`config.mk`:
```
export PLATFORM = sky130hd
export DESIGN_NAME = nearest_centroid_classifier_core
export DESIGN_NICKNAME = d
export VERILOG_FILES = /design/src/ncc_pkg.sv /design/src/ncc_cell.sv /design/src/nearest_centroid_classifier_core.sv
export SDC_FILE = /design/constraint.sdc
export NUM_CORES = 2
export LEC_CHECK = 0
export BUFFER_PORTS_ARGS = -buffer_cell sky130_fd_sc_hd__buf_2
export CORE_MARGIN = 3
export CORE_UTILIZATION = 35
export CTS_BUF_LIST = sky130_fd_sc_hd__clkbuf_4
export DETAILED_ROUTE_END_ITERATION = 7
export GPL_ROUTABILITY_DRIVEN = 1
export PLACE_DENSITY_LB_ADDON = 0.08
export SLEW_MARGIN = 20
export SYNTH_ARGS = -nofsm -noshare
export SYNTH_HDL_FRONTEND = slang
export SYNTH_SLANG_ARGS = --single-unit
```
`constraint.sdc`:
```
create_clock -name clk -period 48.9 [get_ports clk]
set_input_delay 4.89 -clock clk [delete_from_list [all_inputs] [get_ports clk]]
set_output_delay 4.89 -clock clk [all_outputs]
set_load 0.02 [all_outputs]
```
`src/ncc_pkg.sv`:
```
`default_nettype none

package ncc_pkg;

  // class and vector geometry
  localparam int NUM_CENTROIDS = 4;
  localparam int VECTOR_DIMS   = 16;

  // field widths
  localparam int CLASS_W = 2;
  localparam int DIM_W   = 4;
  localparam int CVAL_W  = 16;
  localparam int CODE_W  = 12;
  localparam int ACC_W   = 36;
  localparam int SQ_W    = 2 * CVAL_W;

  // coordinate index width inside one cell
  localparam int DIDX_W = (VECTOR_DIMS > 1) ? $clog2(VECTOR_DIMS) : 1;

  // stream widths, padded to whole bytes
  localparam int IN_DATA_W  = 40;
  localparam int OUT_DATA_W = 40;

  // input kind codes
  localparam logic KIND_WRITE  = 1'b0;
  localparam logic KIND_SAMPLE = 1'b1;

  // word travelling along the cell chain
  typedef struct packed {
    logic               is_wr;
    logic               is_smp;
    logic               is_last;
    logic [CLASS_W-1:0] cls;
    logic [DIDX_W-1:0]  dim;
    logic [CVAL_W-1:0]  cval;
    logic [CVAL_W-1:0]  scaled;
    logic [CLASS_W-1:0] best_lbl;
    logic [ACC_W-1:0]   best_dist;
  } tok_t;

endpackage

`default_nettype wire

```
`src/ncc_cell.sv`:
```
`default_nettype none

module ncc_cell import ncc_pkg::*; (
  input  wire logic               clk,
  input  wire logic               rst_n,
  input  wire logic               en,
  input  wire logic [CLASS_W-1:0] cell_id,
  input  wire logic               tin_vld,
  input  wire tok_t               tin,
  output logic                    tout_vld,
  output tok_t                    tout
);

  // this class's centroid coordinates
  logic [CVAL_W-1:0] coord_r [VECTOR_DIMS];

  logic              a_vld_r, a_vld_nxt;
  tok_t              a_r;
  logic [SQ_W-1:0]   sq_r, sq_nxt;
  logic              b_vld_r, b_vld_nxt;
  tok_t              b_r, b_nxt;
  logic [ACC_W-1:0]  acc_r, acc_nxt;

  logic [CVAL_W-1:0] ref_val;
  logic [CVAL_W-1:0] diff;
  logic [ACC_W:0]    sum_wide;
  logic [ACC_W-1:0]  sum_sat;

  // stage a: coordinate read and squared difference
  always_comb begin
    ref_val = coord_r[tin.dim];
    diff    = (tin.scaled >= ref_val) ? (tin.scaled - ref_val) : (ref_val - tin.scaled);
    sq_nxt  = SQ_W'(diff) * SQ_W'(diff);
    a_vld_nxt = en ? tin_vld : a_vld_r;
  end

  // coordinate store, written as the word passes
  always_ff @(posedge clk) begin
    if (en && tin_vld && tin.is_wr && (tin.cls == cell_id)) begin
      coord_r[tin.dim] <= tin.cval;
    end
  end

  // stage b: saturating accumulate and running minimum
  always_comb begin
    sum_wide = {1'b0, acc_r} + (ACC_W + 1)'(sq_r);
    sum_sat  = sum_wide[ACC_W] ? {ACC_W{1'b1}} : sum_wide[ACC_W-1:0];
    b_nxt    = a_r;
    acc_nxt  = acc_r;
    if (a_vld_r && a_r.is_smp) begin
      acc_nxt = sum_sat;
      if (a_r.is_last) begin
        acc_nxt = '0;
        if (sum_sat < a_r.best_dist) begin
          b_nxt.best_dist = sum_sat;
          b_nxt.best_lbl  = cell_id;
        end
      end
    end
    b_vld_nxt = en ? a_vld_r : b_vld_r;
  end

  // control registers
  always_ff @(posedge clk) begin
    if (!rst_n) begin
      a_vld_r <= 1'b0;
      b_vld_r <= 1'b0;
      acc_r   <= '0;
    end else begin
      a_vld_r <= a_vld_nxt;
      b_vld_r <= b_vld_nxt;
      if (en) begin
        acc_r <= acc_nxt;
      end
    end
  end

  // payload registers
  always_ff @(posedge clk) begin
    if (en) begin
      a_r  <= tin;
      sq_r <= sq_nxt;
      b_r  <= b_nxt;
    end
  end

  assign tout_vld = b_vld_r;
  assign tout     = b_r;

endmodule

`default_nettype wire

```
`src/nearest_centroid_classifier_core.sv`:
```
// after the last sample is taken, its result word passes the two register stages in each
// class cell in turn, then the output slot register
// throughput: one input word per cycle; results leave through a two-word output buffer,
// so in_tready drops only while two result words wait
// reset (rst_n, synchronous, active low) clears accumulators, valid flags and the buffer;
// centroid coordinates are undefined until written
`default_nettype none

module nearest_centroid_classifier_core import ncc_pkg::*; (
  input  wire logic                  clk,
  input  wire logic                  rst_n,
  input  wire logic                  in_tvalid,
  output logic                       in_tready,
  // [1:0] class_index, [5:2] dim_index, [21:6] centroid_value, [33:22] sample_code
  input  wire logic [IN_DATA_W-1:0]  in_tdata,
  // [0] kind
  input  wire logic                  in_tuser,
  output logic                       out_tvalid,
  input  wire logic                  out_tready,
  // [1:0] class_label, [37:2] best_distance
  output logic [OUT_DATA_W-1:0]      out_tdata
);

  logic               en;
  logic [CLASS_W-1:0] in_cls;
  logic [DIM_W-1:0]   in_dim;
  logic [CVAL_W-1:0]  in_cval;
  logic [CODE_W-1:0]  in_code;
  logic               dim_ok;
  tok_t               tok_in;

  logic               vld [NUM_CENTROIDS+1];
  tok_t               tok [NUM_CENTROIDS+1];

  logic               out_valid_r, out_valid_nxt;
  logic [CLASS_W-1:0] lbl_r, lbl_nxt;
  logic [ACC_W-1:0]   dist_r, dist_nxt;
  logic               skid_vld_r, skid_vld_nxt;
  logic [CLASS_W-1:0] skid_lbl_r, skid_lbl_nxt;
  logic [ACC_W-1:0]   skid_dist_r, skid_dist_nxt;
  logic               res_new;
  logic               out_pop;

  // chain advances while the second output slot is free
  assign en        = !skid_vld_r;
  assign in_tready = en;

  // unpack the input word
  assign in_cls  = in_tdata[1:0];
  assign in_dim  = in_tdata[5:2];
  assign in_cval = in_tdata[21:6];
  assign in_code = in_tdata[33:22];
  assign dim_ok  = 32'(in_dim) < VECTOR_DIMS;

  // build the word that enters the first cell
  always_comb begin
    tok_in.is_wr     = (in_tuser == KIND_WRITE) && dim_ok && (32'(in_cls) < NUM_CENTROIDS);
    tok_in.is_smp    = (in_tuser == KIND_SAMPLE) && dim_ok;
    tok_in.is_last   = (in_tuser == KIND_SAMPLE) && (32'(in_dim) == VECTOR_DIMS - 1);
    tok_in.cls       = in_cls;
    tok_in.dim       = DIDX_W'(in_dim);
    tok_in.cval      = in_cval;
    tok_in.scaled    = {in_code, 4'b0000};
    tok_in.best_lbl  = '0;
    tok_in.best_dist = {ACC_W{1'b1}};
  end

  assign vld[0] = in_tvalid;
  assign tok[0] = tok_in;

  // one cell per class
  for (genvar c = 0; c < NUM_CENTROIDS; c++) begin : g_cell
    ncc_cell u_cell (
      .clk      (clk),
      .rst_n    (rst_n),
      .en       (en),
      .cell_id  (CLASS_W'(c)),
      .tin_vld  (vld[c]),
      .tin      (tok[c]),
      .tout_vld (vld[c+1]),
      .tout     (tok[c+1])
    );
  end

  // two-word output buffer: output slot plus overflow slot
  always_comb begin
    res_new       = en && vld[NUM_CENTROIDS] && tok[NUM_CENTROIDS].is_last;
    out_pop       = out_valid_r && out_tready;
    out_valid_nxt = out_valid_r;
    lbl_nxt       = lbl_r;
    dist_nxt      = dist_r;
    skid_vld_nxt  = skid_vld_r;
    skid_lbl_nxt  = skid_lbl_r;
    skid_dist_nxt = skid_dist_r;
    if (skid_vld_r) begin
      if (out_pop) begin
        lbl_nxt      = skid_lbl_r;
        dist_nxt     = skid_dist_r;
        skid_vld_nxt = 1'b0;
      end
    end else if (!out_valid_r || out_pop) begin
      out_valid_nxt = res_new;
      lbl_nxt       = tok[NUM_CENTROIDS].best_lbl;
      dist_nxt      = tok[NUM_CENTROIDS].best_dist;
    end else if (res_new) begin
      skid_vld_nxt  = 1'b1;
      skid_lbl_nxt  = tok[NUM_CENTROIDS].best_lbl;
      skid_dist_nxt = tok[NUM_CENTROIDS].best_dist;
    end
  end

  always_ff @(posedge clk) begin
    if (!rst_n) begin
      out_valid_r <= 1'b0;
      skid_vld_r  <= 1'b0;
    end else begin
      out_valid_r <= out_valid_nxt;
      skid_vld_r  <= skid_vld_nxt;
    end
  end

  always_ff @(posedge clk) begin
    lbl_r       <= lbl_nxt;
    dist_r      <= dist_nxt;
    skid_lbl_r  <= skid_lbl_nxt;
    skid_dist_r <= skid_dist_nxt;
  end

  assign out_tvalid = out_valid_r;
  assign out_tdata  = {(OUT_DATA_W - CLASS_W - ACC_W)'(0), dist_r, lbl_r};

endmodule

`default_nettype wire

```
==> results.md <==
* CP Launch Type: input port
* H-tree levels at 6
* Flop2flop setup slack at around 36 ns
* Core Footprint at 312000 µm²
* Synth top area share at 0.466
* Global-route wire length before repair at 436000 µm
* Slew Viols, Final at 0
* Via count at between 60000 and 70000
* Final setup vio count at 0
* Clock slew at the register clock pins of the worst setup and hold paths at 0.06 ns
* Share of layout cells above drive strength 1 at 0.186
* CTS tree: done
* Sum Neg Setup Slack at 0 ns
* Endpoints failing hold at 0
* RSZ-0062 raised after global routing: false
* Top cell by count, worst path: fa_1
* Crit share post-route at 0.306
* Crit. End Element: flip-flop
* Count leader, synth: edfxtp_1
* Post-Synth Simple-Gate Area at 0.0700
* Non-Filler Instances at 13500
* Netlist cell types at 98
* Full die area at 321000 µm²
* Final wirelength at 282000 µm
* Post-layout min period at 14.96 ns
* Synth Area in XOR/XNOR at 0.0244
* Register area share after synthesis at 0.497
* Post_cts resized at 0
* Data required time at the worst endpoint at 49.99 ns
* Die W at 567 µm
* Critical path fanouts, max at 39
* Nets at about 10000
* Critical path's slowest cell: buf_4
* DR vias/cell at approximately 5
* Gp weighted congestion at ~0.82
* Post-synthesis async set-or-reset flop share at 0
* Starting DRC count in detailed routing at around 3800
* Hold_buf cts at 0
* Num rows at 205
* CTS Buf Count at 537
* Worst Hold Class: flip-flop to flip-flop
* Compound-Gate Fraction of Synth Area at 0.0714
* Worst-Margin Slew at 1.13 ns
* Register area at roughly 55000 µm²
* Drt first pass iters at 5
* Critical path class: input port to flip-flop
* Vias in the first global route at 71700
* Worst path max stage delay at 0.75 ns
* Io pins at 87
* Longest Clk Path Bufs at 4
* GRT Total Usage at 0.176
* Setup ws final at 33.94 ns
* Final Skew at 0.124 ns
* Worst EP arrival at 16.05 ns
* Top_reg_cell synth: edfxtp_1
* Largest family of logic cells by synthesized area: adder cells
* Area of the multi-input gates at 50200 µm²
* Status: complete, no violations
* Cells after synthesis at 8405
* Root Driver: clkbuf_4
* Multiplexer share of the synthesized area at 0.0856
* Antenna Nets Post-Route at 0
* FF+latch count, synth at between 1500 and 2000
* Initial antenna violation count at 21
* Post-CTS Setup Inserts at 0
* Top post-synthesis cells by area: edfxtp_1, fa_1, ha_1, mux4_2, inv_1
* Mapped Area at 110000 µm²
* DR WL/cell at about 21 µm
* Yosys warns at 0
* # fillers at 29900
* Synthesized area per cell at around 13 µm²
* Starting Density at 0.352
* Worst skew pair latency at 1.45 ns
* Most area-hungry cell type in the Yosys netlist: edfxtp_1
* Synth-to-Final Area Change at 12.0%
* Highest Clock Rate at 66.8 MHz
* IO Port Bufs at 78
* Top cells by count, synth: edfxtp_1, inv_1, ha_1
* Die H at ~570 µm
* Clk sinks at 1875
* Dpl cells at 12500
* DP Wirelength at 200000 µm
* Largest net degree at the start of global routing at 144
* Setup slack at placement at 32.40 ns
* Synth Area in Adders at 0.202
* GR Overflow Total at 0
* Post-synth EDFFs at around 1700
* DRC viols at 0
* Relative slew slack at 0.244
* Maxcap violations at 0
[cells by family after synthesis]
group | Yosys count
AOI/OAI and AO/OA | 1184
xor gates and xnor gates | 303
adders and majority gates | 1382
buffers and inverters | 1455
DFF | 1875
muxes | 532
other | 1
and+or+nand+nor | 1673
[worst max-delay path, delay by kind of cell]
family / cells / cell delay, ns
simple gates: 5 / 0.90
xor+xnor: 2 / 0.68
buf+inv: 7 / 2.15
fa+ha+maj: 8 / 3.73
mux: 3 / 1.43
compound gates: 9 / 2.21
[path summary, 6_finish.rpt]
| path | start | to | depth (start not counted) |
|---|---|---|---|
| max | in_tdata[2] | g_cell[0].u_cell.sq_r[31]$_DFFE_PN_ | 34 |
| min | g_cell[0].u_cell.a_r[72]$_DFFE_PN_ | g_cell[0].u_cell.tout[72]$_DFFE_PN_ | 0 |
| max reg2reg | flip-flop | g_cell[2].u_cell.sq_r[30]$_DFFE_PN_ | 37 |
| min reg2reg | g_cell[0].u_cell.a_r[72]$_DFFE_PN_ | g_cell[0].u_cell.tout[72]$_DFFE_PN_ | 0 |
[registers in the layout (all words and copies together), names as in the netlist, 2 cells and up, named ones only]
signal / cells
g_cell.u_cell.tout: 261
g_cell.u_cell.acc_r: 144
g_cell.u_cell.a_vld_r: 4
g_cell.u_cell.sq_r: 124
g_cell.u_cell.a_r: 224
lbl_r: 2
g_cell.u_cell.tout_vld: 4
g_cell.u_cell.coord_r: 1024
skid_dist_r: 36
dist_r: 36
skid_lbl_r: 2
[cell type report]
| type | instances | area share |
|---|---|---|
| Clock inverter | 139 | 0.00789 |
| Multi-Input combinational cell | 5076 | 0.408 |
| Clock buffer | 788 | 0.0480 |
| Timing Repair Buffer | 244 | 0.0136 |
| Sequential cell | 1875 | 0.444 |
| Antenna cell | 13 | 0.000264 |
| Tap cell | 4140 | 0.0420 |
| Inverter | 1204 | 0.0368 |
[routing by layer]
layer | wire length (µm) | part of all wire | GRT usage | vias to the layer above
met5 | 13 | 0.000046 | 0 | -
met4 | 5760 | 0.020 | 0.0425 | 2
met3 | 11400 | 0.041 | 0.0283 | 354
met2 | 140000 | 0.50 | 0.306 | 1342
met1 | 125000 | 0.44 | 0.231 | 33500
li1 | - | - | - | 31200
[per-stage QoR]
stage                     cell area, µm²  hold slack, ns   util
final                             123000           0.339  0.394
after global routing              123000           0.382  0.394
after CTS                         123000           0.350  0.394
after detailed placement          116000           0.405  0.372
after global placement            116000           0.401  0.372
after floorplan                   110000           0.400      -
[layout by cell type (no fill, tap or decap), types with 73 or more instances in the layout]
cell type,Yosys,final
edfxtp_1,1709,1709
inv_1,1193,1192
clkbuf_4,0,788
ha_1,727,727
fa_1,655,655
nand2_1,556,556
nor2_1,524,473
a21oi_1,333,333
mux4_2,305,305
a21o_1,227,227
xnor2_1,195,191
mux2_2,174,174
buf_4,2,165
dfxtp_1,166,158
o21ai_0,158,155
xor2_1,105,105
a22oi_1,98,98
nand2b_1,84,84
nand3_1,77,77
buf_2,30,76
clkinv_1,9,73
Power is not shown: default switching activity piles up to over one toggle a cycle in this logic, so the estimate is an artifact.
